<file path="src/mesi_pkg.sv">
// ----------------------------------------------------------------------------
// MESI transition package
// Shared types and codes for the MESI line-state decision pipeline.
// ----------------------------------------------------------------------------
package mesi_pkg;

  localparam int TAG_W        = 48;  // width of the victim and message tag fields
  localparam int TAG_BITS_DEF = 48;  // default number of meaningful tag bits

  typedef enum logic [2:0] {
    CMD_LOCAL_HIT  = 3'd0,
    CMD_LOCAL_MISS = 3'd1,
    CMD_SNOOP_HIT  = 3'd2,
    CMD_SNOOP_MISS = 3'd3,
    CMD_FLUSH      = 3'd4,
    CMD_INSERT     = 3'd5,
    CMD_FILL       = 3'd6,
    CMD_UNUSED     = 3'd7
  } cmd_t;

  typedef enum logic [1:0] {
    OP_READ   = 2'd0,
    OP_WRITE  = 2'd1,
    OP_UPDATE = 2'd2,
    OP_EVICT  = 2'd3
  } op_t;

  typedef enum logic [1:0] {
    ST_I = 2'd0,
    ST_E = 2'd1,
    ST_S = 2'd2,
    ST_M = 2'd3
  } mstate_t;

  typedef enum logic [2:0] {
    RT_NONE   = 3'd0,
    RT_REPLY  = 3'd1,
    RT_LOWER  = 3'd2,
    RT_MISS   = 3'd3,
    RT_RETIRE = 3'd4
  } route_t;

  typedef enum logic [0:0] {
    REG_PRIVATE_LEVEL      = 1'b0,
    REG_LAST_PRIVATE_LEVEL = 1'b1
  } reg_idx_t;

  typedef struct packed {
    logic private_level;
    logic last_private_level;
  } cfg_t;

  typedef struct packed {
    cmd_t             cmd;
    op_t              op_type;
    mstate_t          line_state;
    logic             shared_in;
    mstate_t          arg_state;
    logic [TAG_W-1:0] victim_tag;
  } req_t;

  typedef struct packed {
    mstate_t          new_state;
    logic             state_write;
    route_t           route;
    logic             evict_to_lower;
    logic             evict_to_upper;
    logic             update_to_upper;
    logic             update_to_lower;
    logic             shared_out;
    logic             data_out;
    logic [TAG_W-1:0] message_tag;
    logic             error;
  } rsp_t;

endpackage

</file>
<file path="src/mesi_in_stage.sv">
// ----------------------------------------------------------------------------
// MESI input stage
// Registers one request beat; holds it while the next stage is blocked.
// ----------------------------------------------------------------------------
module mesi_in_stage (
  input  logic          clk,
  input  logic          rst,
  input  logic          req_valid,
  output logic          req_stall,
  input  mesi_pkg::req_t req_data,
  output logic          hold_valid,
  output mesi_pkg::req_t hold_data,
  input  logic          dn_ready
);
  import mesi_pkg::*;

  logic load;

  // Take a new beat whenever the register is empty or drains this cycle.
  assign load      = !hold_valid || dn_ready;
  assign req_stall = !load;

  always_ff @(posedge clk) begin
    if (rst) begin
      hold_valid <= 1'b0;
    end else if (load) begin
      hold_valid <= req_valid;
    end
  end

  always_ff @(posedge clk) begin
    if (load && req_valid) begin
      hold_data <= req_data;
    end
  end

endmodule

</file>
<file path="src/mesi_decide.sv">
// ----------------------------------------------------------------------------
// MESI decision logic
// Works out next state, routing, messages and snoop flags for one request.
// ----------------------------------------------------------------------------
module mesi_decide #(
  parameter int TAG_BITS = mesi_pkg::TAG_BITS_DEF
) (
  input  mesi_pkg::cfg_t cfg,
  input  mesi_pkg::req_t req,
  output mesi_pkg::rsp_t rsp
);
  import mesi_pkg::*;

  localparam int KeepBits = (TAG_BITS >= TAG_W) ? TAG_W : TAG_BITS;
  localparam logic [TAG_W-1:0] TagMask = {TAG_W{1'b1}} >> (TAG_W - KeepBits);

  logic low;
  assign low = cfg.last_private_level;

  always_comb begin
    rsp                 = '0;
    rsp.new_state       = req.line_state;
    rsp.route           = RT_NONE;
    unique case (req.cmd)
      CMD_LOCAL_HIT: begin
        if (req.op_type == OP_EVICT) begin
          rsp.new_state   = ST_I;
          rsp.state_write = 1'b1;
          rsp.route       = RT_RETIRE;
        end else if (req.op_type == OP_UPDATE && req.line_state != ST_M) begin
          rsp.route = RT_LOWER;
        end else if (req.line_state == ST_I) begin
          rsp.route = RT_MISS;
        end else if (req.line_state == ST_M) begin
          rsp.route = RT_REPLY;
        end else if (req.op_type == OP_WRITE) begin
          rsp.state_write = 1'b1;
          if (low) begin
            rsp.new_state      = ST_M;
            rsp.route          = RT_REPLY;
            rsp.evict_to_lower = (req.line_state == ST_S);
          end else begin
            rsp.new_state = ST_I;
            rsp.route     = RT_MISS;
          end
        end else begin
          rsp.route = RT_REPLY;
        end
      end
      CMD_LOCAL_MISS: begin
        rsp.route = RT_LOWER;
      end
      CMD_SNOOP_HIT: begin
        if (req.op_type == OP_EVICT) begin
          rsp.evict_to_upper = low;
          rsp.new_state      = ST_I;
          rsp.state_write    = 1'b1;
          rsp.route          = RT_RETIRE;
        end else if (req.op_type == OP_UPDATE && !low) begin
          rsp.new_state   = req.arg_state;
          rsp.state_write = 1'b1;
          rsp.route       = RT_RETIRE;
        end else begin
          rsp.route = RT_REPLY;
          if (req.line_state != ST_I) begin
            rsp.data_out        = 1'b1;
            rsp.update_to_lower = (req.line_state == ST_M);
            case (req.op_type)
              OP_READ: begin
                rsp.shared_out      = 1'b1;
                rsp.state_write     = (req.line_state != ST_S);
                rsp.new_state       = ST_S;
                rsp.update_to_upper = (req.line_state == ST_E);
              end
              OP_WRITE: begin
                rsp.evict_to_upper = low;
                rsp.new_state      = ST_I;
                rsp.state_write    = 1'b1;
              end
              default: begin
                rsp.new_state   = req.arg_state;
                rsp.state_write = 1'b1;
              end
            endcase
          end
        end
      end
      CMD_SNOOP_MISS: begin
        rsp.route = (req.op_type == OP_EVICT || req.op_type == OP_UPDATE) ?
                    RT_RETIRE : RT_LOWER;
      end
      CMD_FLUSH: begin
        rsp.update_to_lower = (req.line_state == ST_M) && low;
      end
      CMD_INSERT: begin
        rsp.update_to_lower = (req.line_state == ST_M);
        rsp.evict_to_upper  = (req.line_state != ST_I) && low;
        if ((req.line_state == ST_M) || ((req.line_state != ST_I) && low)) begin
          rsp.message_tag = req.victim_tag & TagMask;
        end
        rsp.new_state   = ST_I;
        rsp.state_write = 1'b1;
      end
      CMD_FILL: begin
        if (!low) begin
          rsp.state_write = 1'b1;
          if (req.op_type == OP_EVICT) begin
            rsp.new_state = ST_I;
          end else if (cfg.private_level) begin
            rsp.new_state = req.arg_state;
          end else begin
            rsp.new_state = ST_E;
          end
        end else begin
          case (req.op_type)
            OP_EVICT: begin
              rsp.evict_to_upper = 1'b1;
              rsp.new_state      = ST_I;
              rsp.state_write    = 1'b1;
            end
            OP_UPDATE: begin
              rsp.error = 1'b1;
            end
            OP_READ: begin
              rsp.state_write = 1'b1;
              if (req.shared_in || req.line_state == ST_S) begin
                rsp.new_state = ST_S;
              end else if (req.line_state == ST_M) begin
                rsp.new_state = ST_M;
              end else begin
                rsp.new_state = ST_E;
              end
            end
            default: begin
              if (!req.shared_in) begin
                rsp.new_state   = ST_M;
                rsp.state_write = 1'b1;
              end else if (req.line_state == ST_E) begin
                rsp.evict_to_upper = 1'b1;
                rsp.new_state      = ST_I;
                rsp.state_write    = 1'b1;
              end else begin
                // write to a fill that came back shared
                rsp.error = 1'b1;
              end
            end
          endcase
        end
      end
      default: begin
        rsp.error = 1'b1;
      end
    endcase
  end

endmodule

</file>
<file path="src/mesi_out_stage.sv">
// ----------------------------------------------------------------------------
// MESI result stage
// Registers one decided response beat and holds it while the sink stalls.
// ----------------------------------------------------------------------------
module mesi_out_stage (
  input  logic          clk,
  input  logic          rst,
  input  logic          up_valid,
  output logic          up_ready,
  input  mesi_pkg::rsp_t up_data,
  output logic          rsp_valid,
  input  logic          rsp_stall,
  output mesi_pkg::rsp_t rsp_data
);
  import mesi_pkg::*;

  assign up_ready = !rsp_valid || !rsp_stall;

  always_ff @(posedge clk) begin
    if (rst) begin
      rsp_valid <= 1'b0;
    end else if (up_ready) begin
      rsp_valid <= up_valid;
    end
  end

  always_ff @(posedge clk) begin
    if (up_ready && up_valid) begin
      rsp_data <= up_data;
    end
  end

endmodule

</file>
<file path="src/mesi_coherence_transition_logic.sv">
// ----------------------------------------------------------------------------
// MESI coherence transition logic
// Per-line MESI decision pipeline for one cache level.
// ----------------------------------------------------------------------------
// Each request beat carries an event on one cache line (local hit or miss,
// snoop hit or miss, victim flush, insert, fill complete) together with the
// request type, the current line state, the shared flag of the fill, a state
// argument and the victim tag. One response beat comes back per request: the
// next line state and its write enable, a routing decision, evict and update
// messages for the upper and lower levels, the snoop response flags, the
// masked victim tag on inserts that send a message, and an error flag for
// combinations the protocol forbids. The block has two register stages: the
// request is captured in an input register, decided by a small table of
// logic, and captured in the response register. The response beat is valid
// once the request has passed the input register and then the response
// register; throughput is one beat per cycle while the response side does
// not stall, set by the single pass through the decision logic. A stalled
// response holds and backs up into the request side only when both registers
// are full. Write the two configuration registers (index 0 private_level,
// index 1 last_private_level) only while no beat is in flight; cfg_ready is
// always high. TAG_BITS selects how many low bits of the victim tag are kept.
// ----------------------------------------------------------------------------
module mesi_coherence_transition_logic #(
  parameter int TAG_BITS = mesi_pkg::TAG_BITS_DEF
) (
  input  logic                       clk,
  input  logic                       rst,
  // configuration write channel
  input  logic                       cfg_valid,
  output logic                       cfg_ready,
  input  logic                       cfg_index,
  input  logic                       cfg_data,
  // request channel
  input  logic                       req_valid,
  output logic                       req_stall,
  input  logic [2:0]                 cmd,
  input  logic [1:0]                 op_type,
  input  logic [1:0]                 line_state,
  input  logic                       shared_in,
  input  logic [1:0]                 arg_state,
  input  logic [mesi_pkg::TAG_W-1:0] victim_tag,
  // response channel
  output logic                       rsp_valid,
  input  logic                       rsp_stall,
  output logic [1:0]                 new_state,
  output logic                       state_write,
  output logic [2:0]                 route,
  output logic                       evict_to_lower,
  output logic                       evict_to_upper,
  output logic                       update_to_upper,
  output logic                       update_to_lower,
  output logic                       shared_out,
  output logic                       data_out,
  output logic [mesi_pkg::TAG_W-1:0] message_tag,
  output logic                       error
);
  import mesi_pkg::*;

  cfg_t cfg;
  req_t req_in;
  req_t hold_req;
  logic hold_valid;
  logic dec_ready;
  rsp_t dec_rsp;
  rsp_t rsp_q;

  // Configuration: always ready, one register per index.
  assign cfg_ready = 1'b1;

  always_ff @(posedge clk) begin
    if (rst) begin
      cfg <= '0;
    end else if (cfg_valid && cfg_ready) begin
      unique case (reg_idx_t'(cfg_index))
        REG_PRIVATE_LEVEL:      cfg.private_level      <= cfg_data;
        REG_LAST_PRIVATE_LEVEL: cfg.last_private_level <= cfg_data;
        default:                cfg                    <= cfg;
      endcase
    end
  end

  // Pack the request fields; the enum casts keep every code, including unused ones.
  assign req_in.cmd        = cmd_t'(cmd);
  assign req_in.op_type    = op_t'(op_type);
  assign req_in.line_state = mstate_t'(line_state);
  assign req_in.shared_in  = shared_in;
  assign req_in.arg_state  = mstate_t'(arg_state);
  assign req_in.victim_tag = victim_tag;

  // Capture the request beat.
  mesi_in_stage u_in (
    .clk        (clk),
    .rst        (rst),
    .req_valid  (req_valid),
    .req_stall  (req_stall),
    .req_data   (req_in),
    .hold_valid (hold_valid),
    .hold_data  (hold_req),
    .dn_ready   (dec_ready)
  );

  // Decide from the held request and the current configuration.
  mesi_decide #(
    .TAG_BITS (TAG_BITS)
  ) u_decide (
    .cfg (cfg),
    .req (hold_req),
    .rsp (dec_rsp)
  );

  // Register the response beat; advance when the sink takes it.
  mesi_out_stage u_out (
    .clk       (clk),
    .rst       (rst),
    .up_valid  (hold_valid),
    .up_ready  (dec_ready),
    .up_data   (dec_rsp),
    .rsp_valid (rsp_valid),
    .rsp_stall (rsp_stall),
    .rsp_data  (rsp_q)
  );

  assign new_state       = rsp_q.new_state;
  assign state_write     = rsp_q.state_write;
  assign route           = rsp_q.route;
  assign evict_to_lower  = rsp_q.evict_to_lower;
  assign evict_to_upper  = rsp_q.evict_to_upper;
  assign update_to_upper = rsp_q.update_to_upper;
  assign update_to_lower = rsp_q.update_to_lower;
  assign shared_out      = rsp_q.shared_out;
  assign data_out        = rsp_q.data_out;
  assign message_tag     = rsp_q.message_tag;
  assign error           = rsp_q.error;

endmodule

</file>
<file path="config.mk">
export PLATFORM = sky130hd
export DESIGN_NAME = mesi_coherence_transition_logic
export DESIGN_NICKNAME = d
export VERILOG_FILES = /design/src/mesi_pkg.sv /design/src/mesi_in_stage.sv /design/src/mesi_decide.sv /design/src/mesi_out_stage.sv /design/src/mesi_coherence_transition_logic.sv
export SDC_FILE = /design/constraint.sdc
export NUM_CORES = 1
export LEC_CHECK = 0
export BUFFER_PORTS_ARGS = -buffer_cell sky130_fd_sc_hd__buf_4
export CAP_MARGIN = 5
export CORE_MARGIN = 1.5
export CORE_UTILIZATION = 45
export DETAILED_ROUTE_END_ITERATION = 8
export PLACE_DENSITY_LB_ADDON = 0.12
export SETUP_SLACK_MARGIN = 0.15
export SLEW_MARGIN = 20
export SYNTH_ARGS = -nofsm -noshare
export SYNTH_HDL_FRONTEND = slang
export SYNTH_SLANG_ARGS = --single-unit
</file>
<file path="constraint.sdc">
create_clock -name clk -period 7 [get_ports clk]
set_clock_uncertainty 0.2 [all_clocks]
set_input_delay 1.05 -clock clk [delete_from_list [all_inputs] [get_ports clk]]
set_output_delay 1.05 -clock clk [all_outputs]
set_load 0.1 [all_outputs]
</file>
---- Word level (Yosys, flattened, before mapping) ----
Index checks and enable logic that the tools add are counted.
storage, ports and cells
  bits in registers ....................... 123
  bits in latches ......................... 0
  memory bits (writable) .................. 0
  bits in read-only memories .............. 0
  bits of input ports ..................... 65
  output and inout port bits .............. 64
  logic and storage cells ................. 116
  memories kept ........................... 0
cells by class
  $add $sub $neg .......................... 0
  multipliers ............................. 0
  div/mod/pow operators ................... 0
  $lt $le $gt $ge ......................... 0
  equality and inequality tests ........... 14
  shift operators ......................... 0
  mux-type cells .......................... 44
  bitwise gates (word level) .............. 7
  reduce and logical (&&, ||, !) cells .... 30
operator list
  operator                                        count
  two-way mux 3 bit                               13
  case mux 3 bit (4 select lines)                 2
  two-way mux 6 bit                               3
  two-way mux 2 bit                               7
  two-way mux 1 bit                               10
  two-way mux 5 bit                               2
  == test 3 bit (second input constant)           3
  case mux 3 bit (3 select lines)                 1
  == test 2 bit (second input constant)           4
  inverter 1 bit                                  7
  OR reduction 7 bit                              1
  == test 3 x 2 -> 1 bit (second input constant)  2
  logical AND 1 bit                               6
  case mux 1 bit (2 select lines)                 3
  case mux 1 bit (3 select lines)                 2
  case mux 3 bit (2 select lines)                 1
  AND reduction 2 bit                             3
  OR reduction 6 bit                              1
  logical NOT 1 bit                               5
  logical OR 1 bit                                5
  OR reduction 5 bit                              1
  == test 2 x 1 -> 1 bit (second input constant)  2
  logical NOT 2 bit                               2
  != test 2 bit (second input constant)           2
  6 further kinds                                 7

---- Depth between registers and ports, before layout ----
Gate-level depths: netlist of run 1.
  depth in word-level cells ............... 7
  depth in mapped cells ................... 8

---- Cells and area by module ----
From an unflattened synthesis of run 1, not the netlist that was laid out.
unflattened totals
  cells, all modules ...................... 305
  area, all modules ....................... 4788.3 um^2
by module, submodules not included
  module                           times used  cells an instance  area each (um^2)  sequential area each (um^2)
  mesi_out_stage                   1           66                 1870.5            1851.8
  mesi_in_stage                    1           62                 1791.7            1761.7
  mesi_decide                      1           166                1022.2            0.0
  mesi_coherence_transition_logic  1           11                 103.8             40.0

---- Worst setup path before layout of run 1 ----
Ideal clock, no wire load.
  path type ............................... input to register
  start ................................... input port rsp_stall
  end ..................................... register u_out.rsp_data[0] (netlist name) (enable)
  setup time .............................. 0.573 ns
  arrival ................................. 5.504 ns
  path slack .............................. 0.724 ns
  cell stages on the path ................. 1
  path buffers ............................ 0
  cells stage by stage .................... a21boi_0
on the way
  longest elaborated chain between the ends .. 3
ends and longest elaborated chain
  element               RTL line                               RTL
  from (decl)           mesi_coherence_transition_logic.sv:44  input logic rsp_stall,
  logical NOT 1 bit     mesi_out_stage.sv:17                   assign up_ready = !rsp_valid || !rsp_stall;
  logical OR 1 bit      mesi_out_stage.sv:17
  logical AND 1 bit     mesi_out_stage.sv:28                   if (up_ready && up_valid) begin
  to (signal assigned)  mesi_out_stage.sv:29                   rsp_data <= up_data;
  to (decl)             mesi_out_stage.sv:13                   output mesi_pkg::rsp_t rsp_data
No other way between the ends.
A chain may end at the register's enable or synchronous reset.

---- Worst setup path in the final report of run 1 ----
  start ................................... input port rsp_stall
  end ..................................... output port req_stall
on the way
  longest elaborated chain between the ends .. 4
ends and longest elaborated chain
  element            RTL line                               RTL
  logical NOT 1 bit  mesi_out_stage.sv:17
  logical OR 1 bit   mesi_out_stage.sv:17
  logical OR 1 bit   mesi_in_stage.sv:20                    assign load = !hold_valid || dn_ready;
  logical NOT 1 bit  mesi_in_stage.sv:21                    assign req_stall = !load;
  to (decl)          mesi_coherence_transition_logic.sv:35  output logic req_stall,
No other way between the ends.

==> impl_summary.md, run 1 <==
Worst setup path
The kind of launch point of the worst setup path is a primary input. Data on the critical path is required at its endpoint by ~5.8 ns. The class of the most critical setup path is primary input to primary output. The slack of the worst reg-to-reg path is ~4.7 ns. The startpoint of the worst register-to-register path is u_in.hold_data[57]$_DFFE_PP_.

The endpoint of the most critical register-to-register path is u_out.rsp_data[7]$_SDFFCE_PN0P_. The worst setup path endpoint is req_stall. The number of cells on the worst reg-to-reg path is 4. The top fanout value on the critical path is 3. STA puts the critical path data arrival time at roughly 1.7 ns. In this run the worst setup path begins at rsp_stall. The worst setup path is captured at a primary output.

Run status
The run finished with clean final reports.

Clock tree
The root buffer cell is sky130_fd_sc_hd__clkbuf_8. The insertion delay of the later-clocked pin in the worst-skew pair is 0.50 ns. Buffers inserted during clock tree synthesis total 17. Gates resized during post-CTS repair numbered 0. The total clock sinks is 123.

TritonCTS built the clock tree. Buffers added to address setup during post-CTS repair amount to 0. After clock tree synthesis, the clock-pin slew on the worst setup and hold paths is roughly 0.06 ns. Buffers inserted to repair hold after CTS numbered 0.

Counting along the longest clock path gives a buffer depth of 2. In this run the number of H-tree levels came out at 4.

Timing
The count of endpoints failing setup in the final report is 0. The count of final hold-check violations is 0. In this run the tightest slew margin relative to its limit is a little under two fifths.

Dividing the final minimum period by the clock period gives 42.5%. The final max-slew violation count is 0. The highest attainable clock frequency is 336 MHz. The actual transition at the worst max-transition pin is between 0.9 and 1 ns. Summed over all failing endpoints, the final setup total negative slack is 0 ns. Setup repair after global routing left no endpoint under its margin.

The shortest clock period the worst path allows after layout is 2.97 ns.

Die
The initial utilization of the core area, before any placement, comes to 46.1%. The die covers 11,200 sq um. From left edge to right edge, the die measures 106 um. The number of cell rows is 37. The floorplan step set the die height to 106 um. The boundary pin count is 129. The core footprint is 10,300 sq um.

Synthesis
The number of nets handed over by synthesis was 372. The total standard cell area after synthesis is 4740 sq um. The cell type with the highest aggregate area in the netlist is sky130_fd_sc_hd__edfxtp_1. Counting flops with a built-in enable in the synthesized netlist gives approximately 120. By count the netlist is led by 119 x sky130_fd_sc_hd__edfxtp_1, 49 x sky130_fd_sc_hd__and2_1, 18 x sky130_fd_sc_hd__nand2_1. The most numerous cell in the Yosys netlist is sky130_fd_sc_hd__edfxtp_1.

During synthesis, Yosys emitted a total of 0 warnings. The number of distinct standard cells referenced by the synthesized netlist is 48. The average cell area after synthesis is 15.7 sq um. The predominant post-synthesis flop cell is sky130_fd_sc_hd__edfxtp_1. The count of mapped cells out of synthesis is 301.

The share of the yosys chip area belonging to registers is slightly below 80%. For this run, asynchronously set or reset flops after synthesis account for 0%. In this run, synthesis produced a sequential element count of 123. After synthesis, the cell types taking the most area are sky130_fd_sc_hd__edfxtp_1 75%, sky130_fd_sc_hd__and2_1 6.5%, sky130_fd_sc_hd__dfxtp_1 1.7%, sky130_fd_sc_hd__ha_1 1.6%, sky130_fd_sc_hd__nand2_1 1.4%. In this run the biggest area consumer among cell types represents 75.4% of the synthesized area.

Finish
The area added between synthesis and finish is 35.2%. The area of all placed cells without fillers is 6410 sq um. The area of combinational cells with multiple inputs is 1000 sq um.

The area taken by flip-flops and latches is 3650 sq um. The count of fill cells added during filler insertion is between 800 and 900. The post-route netlist has 37.5% of its cells at a drive strength greater than 1. The net count reported at finish is 507. The share of the core filled with cells is between 60 and 70%. The number of antenna diodes in the final layout is 0.

GRT
The number of global-route vias before repair is around 2.7k. The initial antenna violation count is 0. After global routing the overflow that remains totals 0. The first-pass GRT wire length is 13.1 mm.

Global routing used 15.8% of the available tracks across all layers. Entering global routing, the biggest net connects 62 pins.

Routing
For this block, the initial DRC count from the detailed router was around 130. Summed over all layers, the routed wires come to 8.61 mm. The final route contains 2,792 vias. The average wire per standard cell is ~15 um. In the routed design, unresolved DRC markers number 0. The count of nets left with antenna violations once routing finished came out at 0.

Using the TritonRoute via totals, the vias-per-cell ratio works out to 4.78. For this run, the detailed router's first-pass iteration total came to 4.

Flow run
Across the run, the number of max-cap violations was 0.

Power and ir drop
The maximum ir drop on the vdd rail is between 0.2 and 0.25 mV. For this design the static power due to leakage is around 2.5 nW. The power density relative to cell area is 307 nW/um^2. The total power of the final layout is 1.97 mW.

Placement
The routability congestion estimate is 0.874. The detailed placer's ending HPWL is 5.68 mm. Input and output buffers added on the ports amount to 127. The placed instances occupy a cell area of 5830 sq um.

Min path
In this run the most critical hold path is launched from u_in.hold_data[17]$_DFFE_PP_. The kind of path behind the tightest hold check is register to register.
## area by class of cell
cell class | instances | share of cell area [%]
Clock buffer | 17 | 6.46
Clock inverter | 14 | 2.64
Inverter | 9 | 0.527
Multi-Input combinational cell | 156 | 15.6
Sequential cell | 123 | 57.0
Tap cell | 136 | 2.65
Timing Repair Buffer | 129 | 15.1
## metrics by stage
step | std cells | hold WS (ns) | setup slack [ns]
6_report | 584 | 0.311 | 4.03
2_1_floorplan | 301 | 0.244 | 0.724
4_1_cts | 584 | 0.313 | 4.02
3_3_place_gp | 553 | 0.273 | 4.04
5_1_grt | 584 | 0.328 | 3.98
3_5_place_dp | 553 | 0.301 | 4.02
## flip-flops by register name (all words and copies together) (netlist names)
register	count
cfg	2
u_in.hold_data	58
u_in.hold_valid	1
u_out.rsp_data	61
u_out.rsp_valid	1
## routing by layer
metal / routed length [um] / track usage (%) / part of all wire, %
met1: 3300 / 17.6 / 38
met2: 4530 / 27.7 / 53
met3: 667 / 5.57 / 7.7
met4: 111 / 6.47 / 1.3
met5: 0 / 0 / 0
## where the power goes
group	internal (mW)	switching, mW
Sequential	0.851	0.0167
Clock	0.541	0.312
Combinational	0.0618	0.186
## worst max-delay path, cell delays in order
cell                     delay (ns)
sky130_fd_sc_hd__buf_4         0.11
sky130_fd_sc_hd__and3_1        0.24
sky130_fd_sc_hd__buf_4         0.32
## cells by family after synthesis
family	share of synthesized area (%)
xor gates and xnor gates	0.554
buffers and inverters	2.35
AOI/OAI and AO/OA	6.02
muxes	0.211
other	0.0791
adders and majority gates	1.58
DFF	77.1
and+or+nand+nor	12.1
## placed cells by master (no fill, tap or decap), types with 2 or more instances in the layout
cell | synthesis | routed
sky130_fd_sc_hd__nor4_1 | 2 | 2
sky130_fd_sc_hd__ha_1 | 6 | 6
sky130_fd_sc_hd__o21ai_0 | 7 | 7
sky130_fd_sc_hd__clkinvlp_4 | 0 | 4
sky130_fd_sc_hd__nor2b_1 | 5 | 4
sky130_fd_sc_hd__bufinv_16 | 0 | 3
sky130_fd_sc_hd__nor2_1 | 14 | 14
sky130_fd_sc_hd__buf_4 | 2 | 129
sky130_fd_sc_hd__nand2b_1 | 2 | 2
sky130_fd_sc_hd__o221ai_1 | 5 | 5
sky130_fd_sc_hd__a31oi_1 | 4 | 4
sky130_fd_sc_hd__clkinv_2 | 0 | 2
sky130_fd_sc_hd__a21oi_1 | 11 | 11
sky130_fd_sc_hd__nand3_1 | 2 | 2
sky130_fd_sc_hd__inv_1 | 9 | 9
sky130_fd_sc_hd__inv_6 | 0 | 3
sky130_fd_sc_hd__clkbuf_16 | 0 | 16
sky130_fd_sc_hd__edfxtp_1 | 119 | 119
sky130_fd_sc_hd__nand2_1 | 18 | 18
sky130_fd_sc_hd__nor3_1 | 2 | 2
sky130_fd_sc_hd__dfxtp_1 | 4 | 4
sky130_fd_sc_hd__and2_1 | 49 | 49
sky130_fd_sc_hd__xor2_1 | 2 | 2
## how the worst min path moves through the flow
| stage | endpoint | slack (ns) | cells after the start |
|---|---|---|---|
| floorplan | u_out.rsp_valid$_SDFFE_PP0P_ | 0.24 | 2 |
| global placement | u_out.rsp_valid$_SDFFE_PP0P_ | 0.27 | 2 |
| detailed placement | u_out.rsp_data[24]$_SDFFCE_PN0P_ | 0.30 | 1 |
| CTS | u_out.rsp_data[15]$_SDFFCE_PN0P_ | 0.31 | 1 |
| global route | u_out.rsp_data[44]$_SDFFCE_PN0P_ | 0.33 | 1 |
| finish | u_out.rsp_data[18]$_SDFFCE_PN0P_ | 0.31 | 1 |
Note: power is estimated with default switching activity, not from simulation.
==> run 2: changes to the inputs <==
--- a/config.mk
+++ b/config.mk
@@ -5,6 +5,7 @@
 export SDC_FILE = /design/constraint.sdc
 export NUM_CORES = 1
 export LEC_CHECK = 0
+export ABC_AREA = 1
 export BUFFER_PORTS_ARGS = -buffer_cell sky130_fd_sc_hd__buf_4
 export CAP_MARGIN = 5
 export CORE_MARGIN = 1.5
==> constraint.sdc (replaced) <==
create_clock -name clk -period 2.9 [get_ports clk]
set_clock_uncertainty 0.2 [all_clocks]
set_input_delay 0.435 -clock clk [delete_from_list [all_inputs] [get_ports clk]]
set_output_delay 0.435 -clock clk [all_outputs]
set_load 0.1 [all_outputs]
==> run 2 against run 1 <==
  * First-iteration DRC count increased by 29%
  * Count of clock-buffer cells in the layout increased by 3
  * Setup slack worse by 3.3 ns
  * Critical path depth rose by 2
  * Die area rose by 4.1%
  * Sequential power increased by 140%
  * Combinational power increased to 2.8 times the previous value
  * Sequential share of layout area decreased by 6.3 points
  * Flip-flop and latch count is the same
  * Wire length up 18%
  * Via count rose by 19%
  * Critical path type is now register to register
  * Critical endpoint is now u_out.rsp_data[51]$_DFFE_PP_
==> impl_summary.md, run 2 <==
Run status
The flow ran to the end, and the final reports show no timing, DRC or antenna violations.

Worst setup path
The slowest stage of the critical path is the sky130_fd_sc_hd__o21ai_0 cell. The class of the most critical setup path is register to register. For this run, the slowest stage of the critical path takes 0.49 ns. The slack of the worst reg-to-reg path is about 0.72 ns. For the worst setup path, the data arrival time is 2.19 ns. The top fanout value on the critical path is 8. The kind of launch point of the worst setup path is a register.

The worst setup path endpoint is u_out.rsp_data[51]$_DFFE_PP_. The endpoint of the most critical register-to-register path is u_out.rsp_data[51]$_DFFE_PP_. In this run the critical register-to-register path is launched from u_in.hold_data[53]$_DFFE_PP_. The critical path starts at u_in.hold_data[53]$_DFFE_PP_. The number of cells on the worst reg-to-reg path is 5. The critical path capture point type is a register. At the worst endpoint, the required time is ~2.9 ns. The cell occurring most often along the worst timing path is sky130_fd_sc_hd__inv_1. The signal on the critical path passes through inv_1 -> ha_1 -> inv_1 -> o21ai_0 -> a21oi_1.

Finish
The area of combinational cells with multiple inputs is between 900 and 1000 sq um. The area taken by flip-flops and latches is between 3000 and 4000 sq um. The largest registers in the layout are u_out.rsp_data x61, u_in.hold_data x58, cfg x2.

The repair_antennas step left the layout with diodes totalling 0. The count of fill cells added during filler insertion is 763. The number of standard cells in the final layout excluding fillers is 716. In the layout the commonest cells are 127 x sky130_fd_sc_hd__buf_4, 119 x sky130_fd_sc_hd__edfxtp_1, 64 x sky130_fd_sc_hd__inv_1. The largest register by flop count is u_out.rsp_data. The area added between synthesis and finish is 46.2%. The number of flip-flops in the largest register is 61. The library cell used most frequently in the layout, excluding fill and tap cells, is sky130_fd_sc_hd__buf_4.

The share of the core filled with cells is 66.9%. In the final design database the tool counted 637 nets. The ratio of cells with drive above 1 in the final layout is 32.8%.

Routing
For this block, the routed nets add up to 10.1 mm of wire. The number of detailed-routing iterations run before antenna repair is 4. Once detail routing completed, the nets flagged for antenna violations numbered 0.

The detailed-route DRC error count is 0. The violation count after the first detailed-route iteration is 172. The ratio of routed vias to standard cells is 4.65.

The average wire per standard cell is between 10 and 15 um. Across all layers, the routed design uses roughly 3.3k vias.

Clock tree
The root buffer cell chosen for the clock tree is sky130_fd_sc_hd__clkbuf_8. For the worst-skew pair, the clock arrives at the later sink with an insertion delay of 0.50 ns. The H-tree depth is 4. In this run, CTS created clock tree buffers numbering 17.

Once the clock tree was built, the resizer swapped 0 gates to a different size. The clock tree from TritonCTS is done. The buffer count from post-CTS setup fixing is 0. The maximum root-to-sink buffer count is 2. The total clock sinks is 123.

After clock tree synthesis, the clock-pin slew on the worst setup and hold paths is roughly 0.050 ns.

Synthesis
Of the synthesized area, sequential elements account for 74.0%. In this run, synthesis inferred 119 flip-flops with an integrated enable. Counting every net in the synthesized netlist gives 436. Yosys instantiated no cell more often than sky130_fd_sc_hd__edfxtp_1. In the post-synthesis netlist, the biggest area contributors are sky130_fd_sc_hd__edfxtp_1 72%, sky130_fd_sc_hd__inv_1 5.0%, sky130_fd_sc_hd__nor2_4 4.8%, sky130_fd_sc_hd__nor2_1 3.1%, sky130_fd_sc_hd__nand2_1 2.9%.

In this run the cell area of the synthesized design comes to 4940 sq um. The parity-gate share of the synthesized area counting xor and xnor cells is 0%. The adder and majority gate portion of the synthesized area is 1.52%. In this run, synthesis produced a sequential element count of roughly 120.

The cell type with the highest aggregate area in the netlist is sky130_fd_sc_hd__edfxtp_1. Among all flip-flop cells after synthesis, the most frequent one is sky130_fd_sc_hd__edfxtp_1. The count of mapped cells out of synthesis is 365. A synthesized cell averages roughly 14 sq um. The Yosys step of the flow raised 0 warnings. The share of synthesized flip-flops with an asynchronous set or reset is 0%.

After synthesis, the largest area contributor takes up 72.4% of total cell area. Synthesis instantiated 32 different standard cells from the library. The synthesized netlist devotes 3.80% of its cell area to compound gates. The largest family of logic cells by synthesized area is simple AND/OR/NAND/NOR gates. After synthesis, the share of cell area in mux cells is 0%. After Yosys synthesis, and, or, nand and nor cells account for 13.7% of the synthesized area. In the synthesized netlist, the cells that appear most often are 119 x sky130_fd_sc_hd__edfxtp_1, 66 x sky130_fd_sc_hd__inv_1, 41 x sky130_fd_sc_hd__nor2_1.

Die
The region available for standard cell placement spans around 11,000 sq um. In this run the count of I/O pins placed on the die edge is 129. The die covers approximately 12,000 sq um. The effective utilization at floorplan is 45.8%. The floorplan has 38 rows. Measured along the x axis, the die boundary spans 108 um. The die is 108 um tall.

Min path
The tightest min-delay check is of the primary input to register type.

Timing
The final cycle utilization of the critical path is between 70% and 80%. For the pin with the worst max-slew slack, the measured transition is roughly 0.59 ns. The count of final hold-check violations is 0. Based on the critical path, the design can be clocked at up to approximately 460 MHz. Setup violations remaining at the end of the flow were counted as 0. The worst relative slew slack is between 60% and 70%. The smallest clock period supported by the final layout is computed as 2.18 ns.

Setup repair after global routing left no endpoint under its margin. Summed over all failing endpoints, the final setup total negative slack is 0 ns. The final max-slew violation count is 0.

GRT
Entering global routing, the biggest net connects 62 pins. The global-route usage over all layers is 18.4%. The initial antenna violation count is 0. The number of global-route vias before repair came to 3,233.

The overall overflow remaining after global route is 0. The first global-routing pass estimated 15.5 mm of wire.

Placement
The routability congestion estimate is about 0.84. Including well taps, the total number of placed cells is 627. The count of buffers added on input and output ports is 127. Detailed placement finished with a half-perimeter wire length of roughly 6.6 mm.

Power and ir drop
Sequential cells account for roughly 45% of the total power. The leakage power summed over all cells is a little over 3 nW. The total power of the final layout is 4.66 mW.

Combinational logic is responsible for between 10% and 20% of the overall power. Of the total power, the share spent switching nets is approximately a quarter. Per report_power, the clock group accounts for 40.3% of the total. The total internal power is 3.46 mW. The power density relative to cell area is 645 nW/um^2. The switching power is 1.20 mW. The maximum ir drop on the vdd rail is around 0.42 mV.

Flow run
The tool flagged a number of max-cap violations equal to 0.
-- run 2: changes by cell type after synthesis, sizes merged, moves of 5 or more --
cell and delta:
nor2b -5, nand2 +20, nor2 +47, clkbuf -5, and2 -49, inv +61
nand3 +14
-- run 2: critical path: cells and delay by family (launching register included) --
family | cells | cell delay (ns)
AOI/OAI and AO/OA | 2 | 0.67
DFF | 1 | 0.45
adders and majority gates | 1 | 0.34
buffers and inverters | 2 | 0.24
-- run 2: repair_timing --
action	in CTS	in global routing
endpoints found under the setup margin	0	0
hold endpoints to repair	62	0
hold buffers	60	0
-- run 2: layer usage --
metal	GRT usage (%)	vias up	share of wire [%]
li1	-	1625	-
met1	20.3	1570	39
met2	32.8	123	54
met3	5.99	8	6.1
met4	7.33	0	0.76
met5	0	-	0
-- run 2: power by group through the flow --
| stage | clock network, mW | logic [mW] | registers (mW) |
|---|---|---|---|
| floorplan | 0 | 0.143 | 2.42 |
| global placement | 0 | 0.623 | 2.13 |
| detailed placement | 0 | 0.624 | 2.13 |
| CTS | 1.92 | 0.689 | 2.09 |
| global route | 1.99 | 0.724 | 2.10 |
| finish | 1.88 | 0.688 | 2.09 |
-- run 2: kinds of logic (layout without fill, tap and decap cells) --
kind of cell | count (synthesis) | in the layout
AOI/OAI and AO/OA | 32 | 32
adders and majority gates | 6 | 6
buffers and inverters | 78 | 289
DFF | 123 | 123
other | 1 | 1
and+or+nand+nor | 125 | 125
-- run 2: worst min path at each step --
stage	depth (start not counted)	slack, ns	startpoint	endpoint
floorplan	2	0.25	cfg[1]$_SDFFE_PP0P_	cfg[1]$_SDFFE_PP0P_
global placement	2	0.30	cfg[1]$_SDFFE_PP0P_	cfg[1]$_SDFFE_PP0P_
detailed placement	2	0.30	cfg[1]$_SDFFE_PP0P_	cfg[1]$_SDFFE_PP0P_
CTS	4	0.002	cfg_index	cfg[1]$_SDFFE_PP0P_
global route	3	0.02	rsp_stall	u_out.rsp_valid$_SDFFE_PP0P_
finish	3	0.04	req_valid	u_in.hold_valid$_SDFFE_PP0N_
-- run 2: stage by stage --
step	hold slack (ns)	area [sq um]	setup slack (ns)
after floorplan	0.247	4970	0.145
after global placement	0.298	6090	0.731
after detailed placement	0.304	6090	0.725
after CTS	0.00160	7220	0.744
after global routing	0.0206	7220	0.616
final	0.0380	7220	0.716
-- run 2: final cells by class --
cell class                      count  share of cell area (%)
Clock buffer                       20                    5.89
Clock inverter                      9                    1.40
Inverter                           70                    3.73
Multi-Input combinational cell    164                    13.5
Sequential cell                   123                    50.7
Tap cell                          140                    2.43
Timing Repair Buffer              190                    22.4
